$ cat config.mk
export PLATFORM = sky130hd
export DESIGN_NAME = packed_midi_to_smf_track_transcoder
export DESIGN_NICKNAME = d
export VERILOG_FILES = /design/src/hdl/pmst_pkg.sv /design/src/hdl/packed_midi_to_smf_track_transcoder.sv /design/src/hdl/pmst_parser.sv /design/src/hdl/pmst_serializer.sv
export VERILOG_INCLUDE_DIRS = /design/src /design/src/hdl
export SDC_FILE = /design/constraint.sdc
export NUM_CORES = 1
export LEC_CHECK = 0
export BUFFER_PORTS_ARGS = -buffer_cell sky130_fd_sc_hd__buf_4
export CAP_MARGIN = 20
export CORE_AREA = 2 2 114 116
export CTS_BUF_LIST = sky130_fd_sc_hd__clkbuf_2
export CTS_CLUSTER_DIAMETER = 80
export DETAILED_ROUTE_END_ITERATION = 8
export DIE_AREA = 0 0 116 118
export PLACE_DENSITY = 0.81
export SLEW_MARGIN = 25
export SYNTH_ARGS = -nofsm -noshare
export SYNTH_HDL_FRONTEND = slang
export SYNTH_HIERARCHICAL = 1
export SYNTH_SLANG_ARGS = --single-unit
$ cat constraint.sdc
create_clock -name clk -period 4.9 [get_ports clk]
set_input_delay 0.735 -clock clk [delete_from_list [all_inputs] [get_ports clk]]
set_output_delay 0.735 -clock clk [all_outputs]
set_load 0.02 [all_outputs]
$ cat src/hdl/assert_macros.svh
// ----------------------------------------------------------------------------
// assert_macros.svh
// concurrent assertion helpers used by the transcoder top module
// ----------------------------------------------------------------------------
`ifndef ASSERT_MACROS_SVH
`define ASSERT_MACROS_SVH

// checked only while out of reset
`define ASSERT_CLK(label, clk, rst, prop, msg) \
  label: assert property (@(posedge clk) disable iff (rst) prop) else $error(msg);

// checked at every edge, reset included
`define ASSERT_ALWAYS(label, clk, prop, msg) \
  label: assert property (@(posedge clk) prop) else $error(msg);

`endif

$ cat src/hdl/pmst_pkg.sv
// ----------------------------------------------------------------------------
// pmst_pkg
// shared types and constants of the packed midi to smf track transcoder
// ----------------------------------------------------------------------------
package pmst_pkg;

  localparam logic [2:0] PH_DELTA = 3'd0;
  localparam logic [2:0] PH_STATUS = 3'd1;
  localparam logic [2:0] PH_DATA1 = 3'd2;
  localparam logic [2:0] PH_DATA2 = 3'd3;
  localparam logic [2:0] PH_DONE = 3'd4;
  localparam logic [2:0] PH_FAIL = 3'd5;

  localparam logic [27:0] DELTA_MAX = 28'hFFFFFFF;
  localparam logic [7:0] DELTA_STEP = 8'd240;
  localparam logic [7:0] BYTE_TICK = 8'hF8;
  localparam logic [7:0] BYTE_END = 8'hFC;
  localparam logic [3:0] HI_NOTE_ON = 4'h9;
  localparam logic [3:0] HI_CONTROL = 4'hB;
  localparam logic [3:0] HI_PATCH = 4'hC;
  localparam logic [3:0] HI_PITCH = 4'hE;
  localparam logic [3:0] HI_NOTE_OFF = 4'h8;
  localparam logic [7:0] META_MARK = 8'hFF;
  localparam logic [7:0] META_TRACK_END = 8'h2F;

  localparam int unsigned REC_BYTES = 7;

  typedef struct packed {
    logic [REC_BYTES-1:0][7:0] data;
    logic [2:0] count;
    logic corrupt;
  } rec_t;

endpackage

$ cat src/hdl/packed_midi_to_smf_track_transcoder.sv
// ----------------------------------------------------------------------------
// packed_midi_to_smf_track_transcoder
// packed game midi byte stream in, standard midi track body bytes out
// ----------------------------------------------------------------------------
// input stream s_axis: one packed byte per transfer, tuser high restarts the
// parse (mode, delta and held data cleared) before the byte is handled.
// output stream m_axis: one track byte per transfer, tuser marks an error
// byte (data 0), tlast marks the final byte produced by one input byte.
// cfg: write of voice_channel, always ready; write it only while idle.
// bytes that finish an event load a record of 1 to 7 bytes, and the first
// output byte is valid the next cycle. the output register sends one byte
// per cycle while the receiver is ready; after an event of n output bytes
// the next input byte is taken with the last output byte; bytes that produce
// no output pass at one per cycle while the output is empty or sends its
// last byte.
// when the receiver stalls, the record is held and s_axis_tready stays low
// until the last byte of the record is transferred.
// reset clears the parse state, voice_channel and the output valid and index.
// ----------------------------------------------------------------------------
`include "assert_macros.svh"

module packed_midi_to_smf_track_transcoder import pmst_pkg::*; (
  input  logic       clk,
  input  logic       rst,
  input  logic       s_axis_tvalid,
  output logic       s_axis_tready,
  input  logic [7:0] s_axis_tdata,   // in_byte
  input  logic       s_axis_tuser,   // start_of_stream
  output logic       m_axis_tvalid,
  input  logic       m_axis_tready,
  output logic [7:0] m_axis_tdata,   // out_byte
  output logic       m_axis_tuser,   // corrupt
  output logic       m_axis_tlast,
  input  logic       cfg_valid,
  output logic       cfg_ready,
  input  logic [3:0] cfg_data
);

  logic [3:0] voice_channel;
  logic       accept;
  logic       emit;
  rec_t       rec;
  logic       free;

  assign cfg_ready = 1'b1;
  assign s_axis_tready = free;
  assign accept = s_axis_tvalid && s_axis_tready;

  always_ff @(posedge clk) begin
    if (rst) begin
      voice_channel <= 4'd0;
    end else if (cfg_valid && cfg_ready) begin
      voice_channel <= cfg_data;
    end
  end

  pmst_parser u_parser (
    .clk             (clk),
    .rst             (rst),
    .accept          (accept),
    .in_byte         (s_axis_tdata),
    .start_of_stream (s_axis_tuser),
    .voice_channel   (voice_channel),
    .emit            (emit),
    .rec             (rec)
  );

  pmst_serializer u_serializer (
    .clk         (clk),
    .rst         (rst),
    .load        (emit),
    .rec_in      (rec),
    .out_ready   (m_axis_tready),
    .out_valid   (m_axis_tvalid),
    .out_byte    (m_axis_tdata),
    .out_corrupt (m_axis_tuser),
    .out_last    (m_axis_tlast),
    .free        (free)
  );

  `ASSERT_CLK(a_in_only_at_record_end, clk, rst, (s_axis_tready && m_axis_tvalid) |-> (m_axis_tready && m_axis_tlast), "input taken while a record is still pending")
  `ASSERT_CLK(a_error_byte_form, clk, rst, (m_axis_tvalid && m_axis_tuser) |-> (m_axis_tdata == 8'h00 && m_axis_tlast), "error byte is not a single zero byte")
  `ASSERT_ALWAYS(a_idle_after_reset, clk, $past(rst) |-> !m_axis_tvalid, "output valid right after reset")

endmodule

$ cat src/hdl/pmst_parser.sv
// ----------------------------------------------------------------------------
// pmst_parser
// parse state of the packed event stream and the output record of one byte
// ----------------------------------------------------------------------------
module pmst_parser import pmst_pkg::*; (
  input  logic       clk,
  input  logic       rst,
  input  logic       accept,
  input  logic [7:0] in_byte,
  input  logic       start_of_stream,
  input  logic [3:0] voice_channel,
  output logic       emit,
  output rec_t       rec
);

  logic [2:0]  phase, phase_next;
  logic [7:0]  running_status, running_status_next;
  logic [27:0] delta_ticks, delta_ticks_next;
  logic [7:0]  first_data, first_data_next;

  logic [2:0]  cur_phase;
  logic [7:0]  cur_status;
  logic [27:0] cur_delta;
  logic [7:0]  cur_first;
  logic [7:0]  amount;
  logic [28:0] sum;
  logic        ev;
  logic        ev_event;
  logic        ev_fail;
  logic        ev_eot;
  logic [7:0]  d1, d2;
  logic        two;
  logic [7:0]  status_out;
  logic [2:0]  ng;
  logic [31:0] vlq_vec;
  logic [23:0] tail;
  logic        mode_byte;

  always_comb begin
    cur_phase = start_of_stream ? PH_DELTA : phase;
    cur_status = start_of_stream ? 8'h00 : running_status;
    cur_delta = start_of_stream ? 28'd0 : delta_ticks;
    cur_first = start_of_stream ? 8'h00 : first_data;

    amount = (in_byte == BYTE_TICK) ? DELTA_STEP : in_byte;
    sum = {1'b0, cur_delta} + {21'd0, amount};
    mode_byte = (in_byte[7:4] == HI_NOTE_ON) || (in_byte[7:4] == HI_CONTROL) ||
                (in_byte[7:4] == HI_PATCH) || (in_byte[7:4] == HI_PITCH);

    phase_next = cur_phase;
    running_status_next = cur_status;
    delta_ticks_next = cur_delta;
    first_data_next = cur_first;
    ev_event = 1'b0;
    ev_fail = 1'b0;
    ev_eot = 1'b0;
    d1 = in_byte;
    d2 = 8'h00;
    two = 1'b0;

    case (cur_phase)
      PH_DELTA: begin
        delta_ticks_next = sum[28] ? DELTA_MAX : sum[27:0];
        if (in_byte != BYTE_TICK) begin
          phase_next = PH_STATUS;
        end
      end
      PH_STATUS: begin
        if (mode_byte) begin
          if (in_byte[3:0] != voice_channel) begin
            ev_fail = 1'b1;
          end else begin
            running_status_next = in_byte;
            phase_next = PH_DATA1;
          end
        end else if (in_byte == BYTE_END) begin
          ev_eot = 1'b1;
          delta_ticks_next = 28'd0;
          phase_next = PH_DONE;
        end else if (cur_status == 8'h00) begin
          ev_fail = 1'b1;
        end else if (cur_status[7:4] == HI_PATCH) begin
          ev_event = 1'b1;
        end else begin
          first_data_next = in_byte;
          phase_next = PH_DATA2;
        end
      end
      PH_DATA1: begin
        if (cur_status[7:4] == HI_PATCH) begin
          ev_event = 1'b1;
        end else begin
          first_data_next = in_byte;
          phase_next = PH_DATA2;
        end
      end
      PH_DATA2: begin
        ev_event = 1'b1;
        d1 = cur_first;
        d2 = in_byte;
        two = 1'b1;
      end
      default: begin
      end
    endcase

    if (ev_fail) begin
      phase_next = PH_FAIL;
    end
    if (ev_event) begin
      delta_ticks_next = 28'd0;
      first_data_next = 8'h00;
      phase_next = PH_DELTA;
    end

    // event record: vlq delta, status, data bytes
    status_out = cur_status;
    if ((cur_status[7:4] == HI_NOTE_ON) && two && (d2 == 8'h00)) begin
      status_out = {HI_NOTE_OFF, voice_channel};
    end
    if (cur_delta >= 28'd2097152) begin
      ng = 3'd4;
      vlq_vec = {1'b0, cur_delta[6:0], 1'b1, cur_delta[13:7],
                 1'b1, cur_delta[20:14], 1'b1, cur_delta[27:21]};
    end else if (cur_delta >= 28'd16384) begin
      ng = 3'd3;
      vlq_vec = {8'h00, 1'b0, cur_delta[6:0], 1'b1, cur_delta[13:7],
                 1'b1, cur_delta[20:14]};
    end else if (cur_delta >= 28'd128) begin
      ng = 3'd2;
      vlq_vec = {16'h0000, 1'b0, cur_delta[6:0], 1'b1, cur_delta[13:7]};
    end else begin
      ng = 3'd1;
      vlq_vec = {24'h000000, 1'b0, cur_delta[6:0]};
    end
    tail = {d2, d1, status_out};

    ev = ev_event || ev_fail || ev_eot;
    rec.corrupt = ev_fail;
    if (ev_fail) begin
      rec.data = '0;
      rec.count = 3'd1;
    end else if (ev_eot) begin
      rec.data = {24'h000000, 8'h00, META_TRACK_END, META_MARK, 8'h00};
      rec.count = 3'd4;
    end else begin
      rec.data = {24'h000000, vlq_vec} | ({32'h00000000, tail} << {ng, 3'b000});
      rec.count = ng + 3'd2 + {2'b00, two};
    end
  end

  assign emit = accept && ev;

  always_ff @(posedge clk) begin
    if (rst) begin
      phase <= PH_DELTA;
      running_status <= 8'h00;
      delta_ticks <= 28'd0;
      first_data <= 8'h00;
    end else if (accept) begin
      phase <= phase_next;
      running_status <= running_status_next;
      delta_ticks <= delta_ticks_next;
      first_data <= first_data_next;
    end
  end

endmodule

$ cat src/hdl/pmst_serializer.sv
// ----------------------------------------------------------------------------
// pmst_serializer
// output record register, sends the bytes of one record one per transfer
// ----------------------------------------------------------------------------
module pmst_serializer import pmst_pkg::*; (
  input  logic       clk,
  input  logic       rst,
  input  logic       load,
  input  rec_t       rec_in,
  input  logic       out_ready,
  output logic       out_valid,
  output logic [7:0] out_byte,
  output logic       out_corrupt,
  output logic       out_last,
  output logic       free
);

  logic       valid;
  rec_t       rec;
  logic [2:0] idx;
  logic       fire;

  assign out_valid = valid;
  assign out_byte = (idx < 3'(REC_BYTES)) ? rec.data[idx] : 8'h00;
  assign out_corrupt = rec.corrupt;
  assign out_last = (idx == (rec.count - 3'd1));
  assign fire = valid && out_ready;
  assign free = !valid || (fire && out_last);

  always_ff @(posedge clk) begin
    if (rst) begin
      valid <= 1'b0;
      idx <= 3'd0;
    end else if (load) begin
      valid <= 1'b1;
      idx <= 3'd0;
    end else if (fire) begin
      if (out_last) begin
        valid <= 1'b0;
        idx <= 3'd0;
      end else begin
        idx <= idx + 3'd1;
      end
    end
  end

  always_ff @(posedge clk) begin
    if (load) begin
      rec <= rec_in;
    end
  end

endmodule

# Word level (Yosys, flattened, before mapping)

Index checks and enable logic that the tools add are counted.

Add/sub/neg operators: 5
$lt $le $gt $ge: 5
Equal/unequal tests: 14
Shift-type cells: 1
Muxes and demuxes: 59
Bitwise operators: 1
Reduce and logical (&&, ||, !) cells: 21

Operator list:

| cell                 | number |
|---|---|
| $mux 28              | 5 |
| $mux 8               | 16 |
| $mux 32              | 2 |
| $or 32x56->56        | 1 |
| $pmux 28 s2          | 1 |
| $shl 24x6->56        | 1 |
| $mux 3               | 12 |
| $add 28x8->29        | 1 |
| $ge 28x15->1 const B | 1 |
| $ge 28x22->1 const B | 1 |
| $ge 28x8->1 const B  | 1 |
| $mux 25              | 1 |
| $bmux 8 s3           | 1 |
| $eq 4x4->1 const B   | 6 |
| $eq 8x8->1 const B   | 2 |
| $logic_not 8->1      | 2 |
| $mux 1               | 16 |
| $pmux 8 s2           | 1 |
| $mux 15              | 1 |
| $pmux 3 s3           | 1 |
| $ne 8x8->1 const B   | 1 |
| $eq 3x2->1 const B   | 2 |
| $logic_and 1x1->1    | 6 |
| $logic_or 1x1->1     | 6 |
| 16 further kinds     | 18 |

Register bits after elaboration: 115
Word-level logic and storage cells: 124

# Longest topological paths before layout

Depth after elaboration: 12
Depth in mapped cells: 13
Gate-level depth less buffers: 12

# Hierarchy

Netlist, hierarchy kept.

Modules (own cells, without submodules):

| module                              | times used | cells each | area an instance (um2) | sequential area each (um2) |
|---|---|---|---|---|
| pmst_parser                         | 1          | 755        | 5212.5                 | 940.9 |
| pmst_serializer                     | 1          | 145        | 2571.2                 | 1881.8 |
| packed_midi_to_smf_track_transcoder | 1          | 16         | 157.7                  | 80.1 |

# Least setup slack after synthesis

OpenSTA, ideal clock, no wires.

Path kind: register -> register
Start: register u_serializer/rec[1] (netlist bit)
End: register u_serializer.idx[1]
Setup time: 131 ps
Arrival: 3983 ps
Required time: 4769 ps
Path slack: 786 ps
Stages on the path, launching flop included: 13
Path buffers: 2
Clock period less this slack: 4114 ps
Path through: edfxtp_1 inv_1 ha_1 xnor3_2 nand4_1 nand2_1 and2_1 clkbuf_1 clkbuf_1 o21a_1 nor2_1 o2111ai_1 o211ai_1

Cells in the longest elaborated chain, start to end: 7
Elaborated cells on any way between the ends: 8
Classes of those cells: add/sub: 1; eq/ne: 1; mux: 1; reduce/logical: 5

RTL lines:

| element                   | RTL line                                  | source |
|---|---|---|
| from (decl)               | pmst_serializer.sv:19                     | `rec_t rec;` |
| from (signal assigned)    | pmst_serializer.sv:49                     | `rec <= rec_in;` |
| $sub 3x1->3               | pmst_serializer.sv:26                     | `assign out_last = (idx == (rec.count - 3'd1));` |
| $eq 3x3->1                | pmst_serializer.sv:26                     |  |
| $logic_and 1x1->1         | pmst_serializer.sv:28                     | `assign free = !valid \|\| (fire && out_last);` |
| $logic_or 1x1->1          | pmst_serializer.sv:28                     |  |
| named net s_axis_tready   | packed_midi_to_smf_track_transcoder.sv:26 | `output logic s_axis_tready,` |
| $logic_and 1x1->1         | packed_midi_to_smf_track_transcoder.sv:47 | `assign accept = s_axis_tvalid && s_axis_tready;` |
| named net accept          | packed_midi_to_smf_track_transcoder.sv:40 | `logic accept;` |
| $logic_and 1x1->1         | pmst_parser.sv:152                        | `assign emit = accept && ev;` |
| named net emit            | packed_midi_to_smf_track_transcoder.sv:41 | `logic emit;` |
| $reduce_or 2->1 (no line) | n/a                                       |  |
| to (signal assigned)      | pmst_serializer.sv:42                     | `idx <= idx + 3'd1;` |
| to (decl)                 | pmst_serializer.sv:20                     | `logic [2:0] idx;` |

The timed path passes the listed nets, and every way through them passes these cells.
A chain may end at the register's enable or synchronous reset.

# Worst setup path in the final report

Start: register u_serializer/rec[1] (netlist bit)
End: register u_parser.delta_ticks[23]

Cells in the longest elaborated chain, start to end: 5

RTL lines:

| element              | RTL line                                  | source |
|---|---|---|
| $sub 3x1->3          | pmst_serializer.sv:26                     |  |
| $eq 3x3->1           | pmst_serializer.sv:26                     |  |
| $logic_and 1x1->1    | pmst_serializer.sv:28                     |  |
| $logic_or 1x1->1     | pmst_serializer.sv:28                     |  |
| $logic_and 1x1->1    | packed_midi_to_smf_track_transcoder.sv:47 |  |
| named net accept     | packed_midi_to_smf_track_transcoder.sv:40 |  |
| to (signal assigned) | pmst_parser.sv:163                        | `delta_ticks <= delta_ticks_next;` |
| to (decl)            | pmst_parser.sv:18                         | `logic [27:0] delta_ticks, delta_ticks_next;` |

The timed path passes the listed nets, and every way through them passes these cells.

==> impl_metrics.toml <==
[placement]
port_buffers = 29
dpl.hpwl_mm = 19.7
gp_congestion = 0.995
placed_area_um2 = 8150

[critical_path]
arrival_ns = 4.43
crit_type = "register to register"
cp_slowest_cell = "and2_1"
crit_buf_inv = 1
end_kind = "register"
crit_fanout = 18
path_delay_family = "simple AND/OR/NAND/NOR gates"
cp-start-kind = "register"
crit_top_cell = "nand2b_1"
cp.required_ns = 5.51
cp_cell_sequence = "inv_1 -> ha_1 -> xor2_1 -> nand4_1 -> nand2_1 -> and2_1 -> nand2b_1 -> o21bai_1 -> nand2b_1 -> a31oi_1 -> o21ai_0 -> o311ai_0"
cpPeakStageDelay_ns = 0.68

[timing]
holdWs_ns = 0.233
final-hold-violation-count = 0
finalCritPeriodShare_pct = 78.0
fin_crit_ns = 3.82
final.setup.tns_ns = 0
relSlewSlack_pct = 33.7
fin_worst_skew_ns = 0.0620
worst_pin_slew_ns = 0.986
rsz0062_at_grt = "false"
fmax_ghz = 0.262
finalMaxSlewViolations = 0
finalSetupViolCount = 0

[detailed_routing]
drc = 0
first_pass_iters = 6
wl_mm = 27.0
wire_per_inst_um = 24.8
final_antenna_net_count = 0
vias_per_cell = 7.25
drtIter0Drc = 1161
vias = 7908

[global_route]
grt_max_degree = 37
gr-total-overflow = 0
use_met3_pct = 9.42
met2_usage_pct = 60.2
grt_pass1_wl_mm = 41.4
gr-usage-all-layers_pct = 39.9
antenna_found_initial = 1
first_global_vias = 7250
grt_use_met1_pct = 52.0
grt_busiest_layer = "met2"

[logic_synthesis]
ys_ff_latch = 115
yosys_warnings = 6
synth_enable_flop_cells = 60
syn-instance-count = 916
yosys.area.top_type_share_pct = 22.7
ys_types = 93
async_reset_ff_share_pct = 0
synth_ff_type = "edfxtp_1"
mappedNetlistArea_um2 = 7940
synth.area.top_cells = "edfxtp_1, dfxtp_1, nand2_1"
postSynthAreaPerCell_um2 = 8.67
yosysMostFrequentCell = "nand2_1"
synth_top_cell_by_area = "edfxtp_1"
synthTopCellsByCount = "nand2_1, nor2_1, edfxtp_1"
yosysSeqAreaShare_pct = 36.6
syn_nets = 948

[floorplanning]
rows = 41
initial_utilization_pct = 64.0
ios = 31
dieArea_um2 = 13700
core_um2 = 12400
fp.dieW_um = 116
die_h_um = 118

[clock_tree]
cts_max_level = 4
cts.sinks = 115
insertion_delay_ns = 0.75
post_cts_buffers = 0
cts-buffers-inserted = 17
cts_resized = 0
clockBufferDepth = 2
cts.clk_slew.worst_paths_ns = 0.19
root_buffer = "clkbuf_2"
cts_tree = "yes"
holdBufCountCts = 0

[pwr]
p_per_area_nw_per_um2 = 240
power.static_leakage_nw = 2.89
vdd_drop_max_mv = 0.113

[run]
drv_cap = 0

[hold_path]
hold_class = "input pin to register"

[layout]
multiInputGateArea_um2 = 4620
area_delta_synth_final_pct = 5.78
fin_nets = 933
drive_gt1_share_pct = 12.4
nFillCells = 1028
final_area_um2 = 8400
seq_area_um2 = 2900

[outcome]
status = "finished, final reports clean"
kinds of logic (layout without fill, tap and decap cells):
group,count (synthesis),count (layout),share of synthesized area [%]
adders and majority gates,14,14,2.30
AOI/OAI and AO/OA,296,296,26.6
buffers and inverters,102,100,5.50
and+or+nand+nor,333,333,20.8
xor gates and xnor gates,23,23,2.82
other,1,6,0.0472
muxes,32,32,5.34
DFF,115,115,36.6
layout make-up:
| class | count | area share (%) |
|---|---|---|
| inverter | 27 | 1.21 |
| timing repair buffer | 41 | 3.81 |
| clock inverter | 13 | 1.62 |
| tap | 172 | 2.56 |
| antenna | 5 | 0.149 |
| clock buffer | 19 | 1.13 |
| multi-input combinational | 699 | 55.0 |
| sequential | 115 | 34.6 |
routing by layer:
layer | wire length, um | vias up
met5 | 0 | -
met4 | 1710 | 0
met3 | 3110 | 134
met2 | 12100 | 621
met1 | 10100 | 3689
li1 | - | 3464
stage by stage:
step | worst slack, ns | utilization [%] | instances | total power (W)
final | 1.08 | 67.7 | 1091 | 0.00202
after global routing | 0.878 | 67.7 | 1091 | 0.00208
after CTS | 1.21 | 67.5 | 1086 | 0.00201
after detailed placement | 0.970 | 65.7 | 1054 | 0.00139
after global placement | 1.09 | 65.7 | 1054 | 0.00138
after floorplan | 0.786 | - | 916 | 0.00129
final timing paths:
kind	from	end	slack, ns	cells after the start
worst max-delay path	u_serializer/rec[1]$_DFFE_PP_	u_parser/delta_ticks[23]$_SDFFE_PP0P_	1.08	12
worst min-delay path	cfg_data[2]	voice_channel[2]$_SDFFE_PP0P_	0.23	3
worst max register to register	u_serializer/rec[1]$_DFFE_PP_	u_parser/delta_ticks[23]$_SDFFE_PP0P_	1.08	12
worst min register to register	u_parser/delta_ticks[0]$_SDFFE_PP0P_	u_parser/delta_ticks[0]$_SDFFE_PP0P_	0.53	2
where the power goes:
part / switching [W] / internal, W / leakage, nW
clock network: 0.000397 / 0.000237 / 0.136
registers: 0.0000203 / 0.00104 / 1.01
logic: 0.000216 / 0.000111 / 1.74
total: 0.000633 / 0.00139 / 2.89
cells in the final DEF, fill, tap and decap left out, types with 21 or more instances in the layout:
cell type,synthesis,final
nand2_1,100,100
nor2_1,73,73
edfxtp_1,60,60
dfxtp_1,55,55
o21ai_0,54,53
a21oi_1,42,41
buf_4,6,40
nor3_1,39,39
nand3_1,29,29
inv_1,23,23
mux2i_1,21,21
worst reg2reg max path, delay by kind of cell (launching register included):
kind	cells	cell delay (ns)
xor gates and xnor gates	1	0.29
and+or+nand+nor	5	1.65
buffers and inverters	1	0.07
DFF	1	0.44
adders and majority gates	1	0.34
AOI/OAI and AO/OA	4	0.92
state kept, by name (all words and copies together), names as in the netlist:
signal,cells
u_parser/delta_ticks,28
u_parser/first_data,8
u_parser/phase,3
u_parser/running_status,8
u_serializer/idx,3
u_serializer/out_corrupt,1
u_serializer/out_valid,1
u_serializer/rec,59
voice_channel,4
Note: power is estimated with default switching activity, not from simulation.
